$ cat src/rtl/nec_ir_frame_decoder_assert.svh
// Assertion macros used by the decoder core.
`ifndef NEC_IR_FRAME_DECODER_ASSERT_SVH
`define NEC_IR_FRAME_DECODER_ASSERT_SVH

// Same-cycle implication, disabled while reset is high.
`define NECIR_ASSERT_IMP(label, clk, rst, ante, cons) \
   label: assert property (@(posedge clk) disable iff (rst) (ante) |-> (cons)) \
      else $error("necir assertion failed");

// Next-cycle implication, disabled while reset is high.
`define NECIR_ASSERT_NXT(label, clk, rst, ante, cons) \
   label: assert property (@(posedge clk) disable iff (rst) (ante) |=> (cons)) \
      else $error("necir assertion failed");

`endif

$ cat src/rtl/necir_pkg.sv
package necir_pkg;

   // Register indexes on the csr port
   localparam logic [2:0] CSR_LEADER_MIN = 3'd0;
   localparam logic [2:0] CSR_LEADER_MAX = 3'd1;
   localparam logic [2:0] CSR_ZERO_MIN   = 3'd2;
   localparam logic [2:0] CSR_ZERO_MAX   = 3'd3;
   localparam logic [2:0] CSR_ONE_MIN    = 3'd4;
   localparam logic [2:0] CSR_ONE_MAX    = 3'd5;

   // Threshold defaults in timer ticks
   localparam logic [15:0] LEADER_MIN_RESET = 16'd24000;
   localparam logic [15:0] LEADER_MAX_RESET = 16'd29000;
   localparam logic [15:0] ZERO_MIN_RESET   = 16'd2000;
   localparam logic [15:0] ZERO_MAX_RESET   = 16'd3000;
   localparam logic [15:0] ONE_MIN_RESET    = 16'd4000;
   localparam logic [15:0] ONE_MAX_RESET    = 16'd5000;

   // Request action codes
   localparam logic ACT_EDGE = 1'b0;
   localparam logic ACT_TICK = 1'b1;

   typedef enum logic [1:0] {
      ST_OK        = 2'd0,
      ST_INV_FAIL  = 2'd1,
      ST_BAD_PULSE = 2'd2,
      ST_TIMEOUT   = 2'd3
   } status_type;

   typedef enum logic [4:0] {
      PH_IDLE   = 5'b00001,
      PH_ADDR   = 5'b00010,
      PH_ADDR_N = 5'b00100,
      PH_CMD    = 5'b01000,
      PH_CMD_N  = 5'b10000
   } phase_type;

   typedef struct packed {
      logic [15:0] leader_min;
      logic [15:0] leader_max;
      logic [15:0] zero_min;
      logic [15:0] zero_max;
      logic [15:0] one_min;
      logic [15:0] one_max;
   } cfg_type;

   typedef struct packed {
      logic leader;
      logic zero;
      logic one;
   } pulse_type;

endpackage

$ cat src/rtl/necir_csr.sv
module necir_csr import necir_pkg::*; (
   input  logic        clock,
   input  logic        reset,
   input  logic        csr_write,
   input  logic [2:0]  csr_index,
   input  logic [15:0] csr_data,
   output cfg_type     cfg
);

   cfg_type cfg_ff;
   cfg_type cfg_in;

   // Register write decode; unknown indexes are dropped
   always_comb begin
      cfg_in = cfg_ff;
      if (csr_write) begin
         case (csr_index)
            CSR_LEADER_MIN: cfg_in.leader_min = csr_data;
            CSR_LEADER_MAX: cfg_in.leader_max = csr_data;
            CSR_ZERO_MIN:   cfg_in.zero_min   = csr_data;
            CSR_ZERO_MAX:   cfg_in.zero_max   = csr_data;
            CSR_ONE_MIN:    cfg_in.one_min    = csr_data;
            CSR_ONE_MAX:    cfg_in.one_max    = csr_data;
            default:        cfg_in = cfg_ff;
         endcase
      end
   end

   always_ff @(posedge clock) begin
      if (reset) begin
         cfg_ff.leader_min <= LEADER_MIN_RESET;
         cfg_ff.leader_max <= LEADER_MAX_RESET;
         cfg_ff.zero_min   <= ZERO_MIN_RESET;
         cfg_ff.zero_max   <= ZERO_MAX_RESET;
         cfg_ff.one_min    <= ONE_MIN_RESET;
         cfg_ff.one_max    <= ONE_MAX_RESET;
      end else begin
         cfg_ff <= cfg_in;
      end
   end

   assign cfg = cfg_ff;

endmodule

$ cat src/rtl/necir_classify.sv
module necir_classify import necir_pkg::*; (
   input  cfg_type     cfg,
   input  logic [15:0] now_time,
   input  logic [15:0] prev_time,
   output pulse_type   pulse
);

   logic [15:0] period;

   // Wrapping difference between two captures
   assign period = now_time - prev_time;

   // Window compares
   assign pulse.leader = (period > cfg.leader_min) && (period < cfg.leader_max);
   assign pulse.zero   = (period >= cfg.zero_min) && (period <= cfg.zero_max);
   assign pulse.one    = (period >= cfg.one_min) && (period <= cfg.one_max);

endmodule

$ cat src/rtl/necir_core.sv
`include "nec_ir_frame_decoder_assert.svh"

module necir_core import necir_pkg::*; (
   input  logic        clock,
   input  logic        reset,
   input  cfg_type     cfg,
   input  logic        stage_valid,
   input  logic        stage_action,
   input  logic [15:0] stage_time,
   output logic        stage_go,
   output logic        rsp_valid,
   input  logic        rsp_stall,
   output logic [1:0]  rsp_status,
   output logic [7:0]  rsp_address,
   output logic [7:0]  rsp_command
);

   phase_type   phase_ff, phase_in;
   logic [2:0]  count_ff, count_in;
   logic [31:0] bits_ff, bits_in;
   logic [15:0] prev_time_ff, prev_time_in;
   logic        prev_valid_ff, prev_valid_in;
   logic        armed_ff, armed_in;

   logic        rsp_valid_ff, rsp_valid_in;
   status_type  rsp_status_ff;
   logic [7:0]  rsp_address_ff;
   logic [7:0]  rsp_command_ff;

   logic        fire;
   logic        active;
   logic        emit;
   status_type  emit_status;
   logic [7:0]  emit_address;
   logic [7:0]  emit_command;
   logic [31:0] bits_shift;
   pulse_type   pulse;

   necir_classify u_classify (
      .cfg       (cfg),
      .now_time  (stage_time),
      .prev_time (prev_time_ff),
      .pulse     (pulse)
   );

   // The stage moves on when the result register is free or draining
   assign stage_go = !rsp_valid_ff || !rsp_stall;
   assign fire     = stage_valid && stage_go;
   assign active   = (phase_ff != PH_IDLE);

   // Bits arrive LSB first: shift in at the top; zero window wins on overlap
   assign bits_shift = {pulse.one && !pulse.zero, bits_ff[31:1]};

   // Frame state update for one request
   always_comb begin
      phase_in      = phase_ff;
      count_in      = count_ff;
      bits_in       = bits_ff;
      prev_time_in  = prev_time_ff;
      prev_valid_in = prev_valid_ff;
      armed_in      = armed_ff;
      emit          = 1'b0;
      emit_status   = ST_OK;
      emit_address  = 8'd0;
      emit_command  = 8'd0;
      if (fire) begin
         if (stage_action == ACT_TICK) begin
            if (armed_ff) begin
               prev_valid_in = 1'b0;
               phase_in      = PH_IDLE;
               armed_in      = 1'b0;
               emit          = 1'b1;
               emit_status   = ST_TIMEOUT;
            end else if (active) begin
               armed_in = 1'b1;
            end
         end else begin
            armed_in     = 1'b0;
            prev_time_in = stage_time;
            if (!prev_valid_ff) begin
               prev_valid_in = 1'b1;
            end else if (pulse.leader) begin
               phase_in = PH_ADDR;
               count_in = 3'd0;
               bits_in  = 32'd0;
            end else if (pulse.zero || pulse.one) begin
               if (active) begin
                  bits_in  = bits_shift;
                  count_in = count_ff + 3'd1;
                  if (count_ff == 3'd7) begin
                     case (phase_ff)
                        PH_ADDR:   phase_in = PH_ADDR_N;
                        PH_ADDR_N: phase_in = PH_CMD;
                        PH_CMD:    phase_in = PH_CMD_N;
                        PH_CMD_N: begin
                           phase_in      = PH_IDLE;
                           prev_valid_in = 1'b0;
                           emit          = 1'b1;
                           emit_address  = bits_shift[7:0];
                           emit_command  = bits_shift[23:16];
                           if ((bits_shift[7:0] == ~bits_shift[15:8]) &&
                               (bits_shift[23:16] == ~bits_shift[31:24])) begin
                              emit_status = ST_OK;
                           end else begin
                              emit_status = ST_INV_FAIL;
                           end
                        end
                        default:   phase_in = PH_IDLE;
                     endcase
                  end
               end
            end else begin
               phase_in      = PH_IDLE;
               prev_valid_in = 1'b0;
               if (active) begin
                  emit        = 1'b1;
                  emit_status = ST_BAD_PULSE;
               end
            end
         end
      end
   end

   // Result register valid
   always_comb begin
      rsp_valid_in = rsp_valid_ff;
      if (emit) begin
         rsp_valid_in = 1'b1;
      end else if (!rsp_stall) begin
         rsp_valid_in = 1'b0;
      end
   end

   always_ff @(posedge clock) begin
      if (reset) begin
         phase_ff      <= PH_IDLE;
         count_ff      <= 3'd0;
         bits_ff       <= 32'd0;
         prev_time_ff  <= 16'd0;
         prev_valid_ff <= 1'b0;
         armed_ff      <= 1'b0;
         rsp_valid_ff  <= 1'b0;
      end else begin
         phase_ff      <= phase_in;
         count_ff      <= count_in;
         bits_ff       <= bits_in;
         prev_time_ff  <= prev_time_in;
         prev_valid_ff <= prev_valid_in;
         armed_ff      <= armed_in;
         rsp_valid_ff  <= rsp_valid_in;
      end
   end

   // Result payload, loaded with the valid bit
   always_ff @(posedge clock) begin
      if (emit) begin
         rsp_status_ff  <= emit_status;
         rsp_address_ff <= emit_address;
         rsp_command_ff <= emit_command;
      end
   end

   assign rsp_valid   = rsp_valid_ff;
   assign rsp_status  = rsp_status_ff;
   assign rsp_address = rsp_address_ff;
   assign rsp_command = rsp_command_ff;

   // Timeout can only be armed inside a frame
   `NECIR_ASSERT_IMP(a_armed_active, clock, reset, armed_ff, phase_ff != PH_IDLE)
   // A result produced by the stage shows up in the result register
   `NECIR_ASSERT_NXT(a_emit_shown, clock, reset, emit, rsp_valid_ff)
   // Timeout and bad pulse results carry zero bytes
   `NECIR_ASSERT_IMP(a_zero_bytes, clock, reset,
      rsp_valid_ff && (rsp_status_ff == ST_TIMEOUT || rsp_status_ff == ST_BAD_PULSE),
      rsp_address_ff == 8'd0 && rsp_command_ff == 8'd0)

endmodule

$ cat src/rtl/nec_ir_frame_decoder.sv
// Path: a request is accepted into the input register; any result it produces
// is loaded from there into the result register, where it is handed off.
// Throughput: one request per cycle; the input stalls only while a result
// waits in the result register and the output side stalls.
// Reset: clears frame state and handshake valids and reloads the default
// pulse windows into the threshold registers.
module nec_ir_frame_decoder import necir_pkg::*; (
   input  logic        clock,
   input  logic        reset,
   input  logic        req_valid,
   output logic        req_stall,
   input  logic        req_action,
   input  logic [15:0] req_capture_time,
   output logic        rsp_valid,
   input  logic        rsp_stall,
   output logic [1:0]  rsp_status,
   output logic [7:0]  rsp_address,
   output logic [7:0]  rsp_command,
   input  logic        csr_write,
   input  logic [2:0]  csr_index,
   input  logic [15:0] csr_data
);

   cfg_type     cfg;
   logic        stage_go;
   logic        stage_valid_ff, stage_valid_in;
   logic        stage_action_ff;
   logic [15:0] stage_time_ff;

   necir_csr u_csr (
      .clock     (clock),
      .reset     (reset),
      .csr_write (csr_write),
      .csr_index (csr_index),
      .csr_data  (csr_data),
      .cfg       (cfg)
   );

   // Input register holds while the stage is blocked
   assign req_stall = stage_valid_ff && !stage_go;

   always_comb begin
      stage_valid_in = stage_valid_ff;
      if (!req_stall) begin
         stage_valid_in = req_valid;
      end
   end

   always_ff @(posedge clock) begin
      if (reset) begin
         stage_valid_ff <= 1'b0;
      end else begin
         stage_valid_ff <= stage_valid_in;
      end
   end

   always_ff @(posedge clock) begin
      if (req_valid && !req_stall) begin
         stage_action_ff <= req_action;
         stage_time_ff   <= req_capture_time;
      end
   end

   necir_core u_core (
      .clock        (clock),
      .reset        (reset),
      .cfg          (cfg),
      .stage_valid  (stage_valid_ff),
      .stage_action (stage_action_ff),
      .stage_time   (stage_time_ff),
      .stage_go     (stage_go),
      .rsp_valid    (rsp_valid),
      .rsp_stall    (rsp_stall),
      .rsp_status   (rsp_status),
      .rsp_address  (rsp_address),
      .rsp_command  (rsp_command)
   );

endmodule
$ cat config.mk
export PLATFORM = sky130hd
export DESIGN_NAME = nec_ir_frame_decoder
export DESIGN_NICKNAME = d
export VERILOG_FILES = /design/src/rtl/necir_pkg.sv /design/src/rtl/necir_csr.sv /design/src/rtl/necir_classify.sv /design/src/rtl/necir_core.sv /design/src/rtl/nec_ir_frame_decoder.sv
export VERILOG_INCLUDE_DIRS = /design/src /design/src/rtl
export SDC_FILE = /design/constraint.sdc
export NUM_CORES = 1
export LEC_CHECK = 0
export BUFFER_PORTS_ARGS = -buffer_cell sky130_fd_sc_hd__buf_4
export CORE_MARGIN = 2
export CORE_UTILIZATION = 55
export CTS_CLUSTER_SIZE = 10
export DETAILED_ROUTE_END_ITERATION = 10
export PLACE_DENSITY_LB_ADDON = 0.08
export RECOVER_POWER = 100
export SLEW_MARGIN = 5
export SYNTH_ARGS = -nofsm -noshare
export SYNTH_HDL_FRONTEND = slang
export SYNTH_SLANG_ARGS = --single-unit
$ cat constraint.sdc
create_clock -name clock -period 7.5 [get_ports clock]
set_input_delay 1.125 -clock clock [delete_from_list [all_inputs] [get_ports clock]]
set_output_delay 1.125 -clock clock [all_outputs]
set_load 0.02 [all_outputs]
==> impl_metrics.yaml <==
run_status:
  status: "complete, but fails checks"
  violations: "capacitance limit, slew limit"
synthesis:
  synth_top_cell_area_share_pct: 30.7
  synth_compound_area_share_pct: 16.5
  yosys_warnings: 0
  synthXorXnorAreaFrac_pct: 2.69
  synth_edf_count: 35
  ys_ff_latch: 190
  syn_inst: 1171
  synth-main-ff-cell: "dfxtp_1"
  syn_nets: 1325
  synth_area_um2: 10100
  syn_area_per_cell_um2: 8.63
  netlist_top_cells_area: "dfxtp_1 31%, ha_1 14%, edfxtp_1 10%"
  synth_top_family_by_area: "simple AND/OR/NAND/NOR gates"
  synth.top_cells.by_count: "236 x nand2_1, 155 x dfxtp_1, 131 x inv_1"
  async_reset_ff_share_pct: 0
  yosysSeqAreaShare_pct: 41.1
  yosysMostFrequentCell: "nand2_1"
  synthDominantAreaCellType: "dfxtp_1"
  synth_fa_ha_area_share_pct: 14.1
  yosys.area_share.simple_pct: 18.1
  muxShareOfSynthArea_pct: 0.359
  ys_types: 73
floorplan:
  design.die.area_um2: 19500
  chipHeight_um: 140
  pin_count: 61
  core_um2: 18000
  fp.dieW_um: 140
  num_rows: 49
  initial_core_util_pct: 56.1
routing:
  drt-total-wl_um: 24000
  post_drt_wl_per_cell_um: 16.5
  firstDrtPassIters: 5
  drc_errors: 0
  drt_iter0_markers: 562
  ant_nets: 0
  viasPerCell: 5.56
  vias: 8084
grt:
  grt_pass1_vias: 7766
  grt_overflow: 0
  antenna_found_initial: 0
  grt_max_degree: 73
  track_usage_pct: 25.2
  grt_pass1_wl_um: 39300
finish:
  fill_cells: 1619
  layout-drive-gt1-share_pct: 8.16
  layout-area-overhead-vs-synth_pct: 10.5
  final_util_pct: 62.0
  stdcell_area_um2: 11200
  antennaDiodeCount: 0
  fin_nets: 1367
clock_network:
  htreeDepth: 4
  cts_buffer_depth: 2
  clk_latency_ns: 0.45
  clk_pin_slew_ns: 0.07
  postCtsSetupBuffers: 0
  cts_tree: "done"
  cts_buffers: 17
  hold_buffers: 0
  clock-sinks: 190
  post_cts_resized: 0
  root_buffer: "clkbuf_16"
sta:
  maxSlewHeadroom_pct: -107
  hold_slack_ns: 0.454
  rsz0062_at_grt: "no"
  drv_slew: 121
  final.period_utilization_pct: 82.0
  setup_viol: 0
  fin_tns_setup_ns: 0
  clock_skew_ns: 0.0107
  max_freq_ghz: 0.163
  hold_violations: 0
  tightestPinTransition_ns: 3.11
  min_period_ns: 6.15
worst_setup_path:
  crit_start: "stage_time_ff[0]"
  end_kind: "flop"
  rr_worst_depth: 19
  r2r_end: "u_core.rsp_command[6]"
  cp_max_fo: 18
  crit_cells: 19
  ff2ff_setup_slack_ns: 1.35
  worstSetupStartpointType: "flop"
  rr_startpoint: "stage_time_ff[0]"
  crit_top_cell: "ha_1"
  required_ns: 7.57
  worstPathCellList: "inv_1 -> ha_1 -> fa_1 -> nor2b_1 -> o21ai_0 -> a21boi_0 -> o211ai_1 -> a31oi_1 -> a21o_1 -> a21oi_1 -> xnor2_1 -> ha_1 -> nand4_1 -> or4_1 -> o221a_2 -> o21ai_4 -> nand2_1 -> mux2i_1 -> o31ai_4"
  crit_end: "u_core.rsp_command[6]"
  crit_arrival_ns: 6.22
  slowest_delay_ns: 0.81
  path_buf_inv: 1
  critical_path_class: "reg -> reg"
  crit_family: "compound AO/OA/AOI/OAI gates"
  critPathSlowestCell: "o31ai_4"
power_and_ir_drop:
  p_leak_nw: 4.58
  switching_share_pct: 30.4
  power.switching_uw: 739
  vdd_drop_max_v: 0.000194
  power_density_nw_per_um2: 218
  internal_power_mw: 1.69
  p_seq_share_pct: 44.5
  p_comb_share_pct: 18.4
  power_mw: 2.43
  clkPwrFrac_pct: 37.1
min_path:
  hold_start: "u_core.prev_time_ff[4]"
  hold_class: "reg -> reg"
placement:
  place_area_um2: 10700
  hpwl_um: 17100
  port_buffers: 60
  gp_congestion: 0.850
job:
  max-cap-violations: 2
## stage by stage
stage / setup WS [ns] / cells
after floorplan: 1.78 / 1171
after global placement: 1.88 / 1423
after detailed placement: 1.58 / 1423
after CTS: 1.50 / 1455
after global routing: 0.907 / 1455
final: 1.35 / 1455
## layout make-up
cell class	count	area [um^2]	area share, %
timing repair buffer	69	432	3.86
clock buffer	18	439	3.93
multi-input combinational	804	5220	46.7
clock inverter	14	149	1.33
tap	229	287	2.56
inverter	131	492	4.40
sequential	190	4150	37.2
## registers in the layout (all words and copies together), names as in the netlist, 2 cells and up
signal,count
u_core.count_ff,3
stage_time_ff,16
u_core.bits_ff,31
u_core.rsp_address,8
u_core.phase_ff,5
u_core.rsp_command,8
u_core.prev_time_ff,16
u_csr.cfg,96
u_core.rsp_status,2
## how the worst min path moves through the flow
| stage | to | slack [ns] | cells past startpoint |
|---|---|---|---|
| after CTS | u_csr.cfg[68] | 0.46 | 2 |
| after detailed placement | u_core.prev_time_ff[2] | 0.45 | 2 |
| final | u_core.prev_time_ff[4] | 0.45 | 2 |
| after global routing | u_csr.cfg[10] | 0.47 | 2 |
| after floorplan | u_csr.cfg[64] | 0.43 | 2 |
| after global placement | u_csr.cfg[28] | 0.44 | 2 |
## power groups by stage
| stage | clock [mW] | sequential [mW] | combinational (mW) |
|---|---|---|---|
| final | 0.902 | 1.08 | 0.448 |
| after global routing | 0.959 | 1.09 | 0.504 |
| after CTS | 0.916 | 1.08 | 0.454 |
| after detailed placement | 0 | 1.11 | 0.449 |
| after global placement | 0 | 1.11 | 0.438 |
| after floorplan | 0 | 1.10 | 0.322 |
## tightest hold or removal path: stages (launching register included)
cell and delay (ns):
dfxtp_1 0.31, nand2_1 0.05, a21oi_1 0.05
## cell families (layout without fill, tap and decap cells)
| kind of cell | after synthesis | count (layout) |
|---|---|---|
| flops | 190 | 190 |
| simple gates | 399 | 399 |
| xor+xnor | 31 | 31 |
| fa+ha+maj | 113 | 113 |
| buf+inv | 177 | 232 |
| mux | 3 | 3 |
| compound gates | 258 | 258 |
## layout by cell type (no fill, tap or decap), types with 24 or more instances in the layout
master / n
a21oi_1: 125
a22o_1: 30
buf_4: 28
dfxtp_1: 155
edfxtp_1: 35
ha_1: 112
inv_1: 131
nand2_1: 237
nor2_1: 47
xnor2_1: 24
## per-layer routing
layer | routed length, um | GRT usage (%)
met1 | 11900 | 35.7
met2 | 10900 | 40.7
met3 | 868 | 3.48
met4 | 306 | 6.47
met5 | 0 | 0
(Power assumes the default switching activity.)
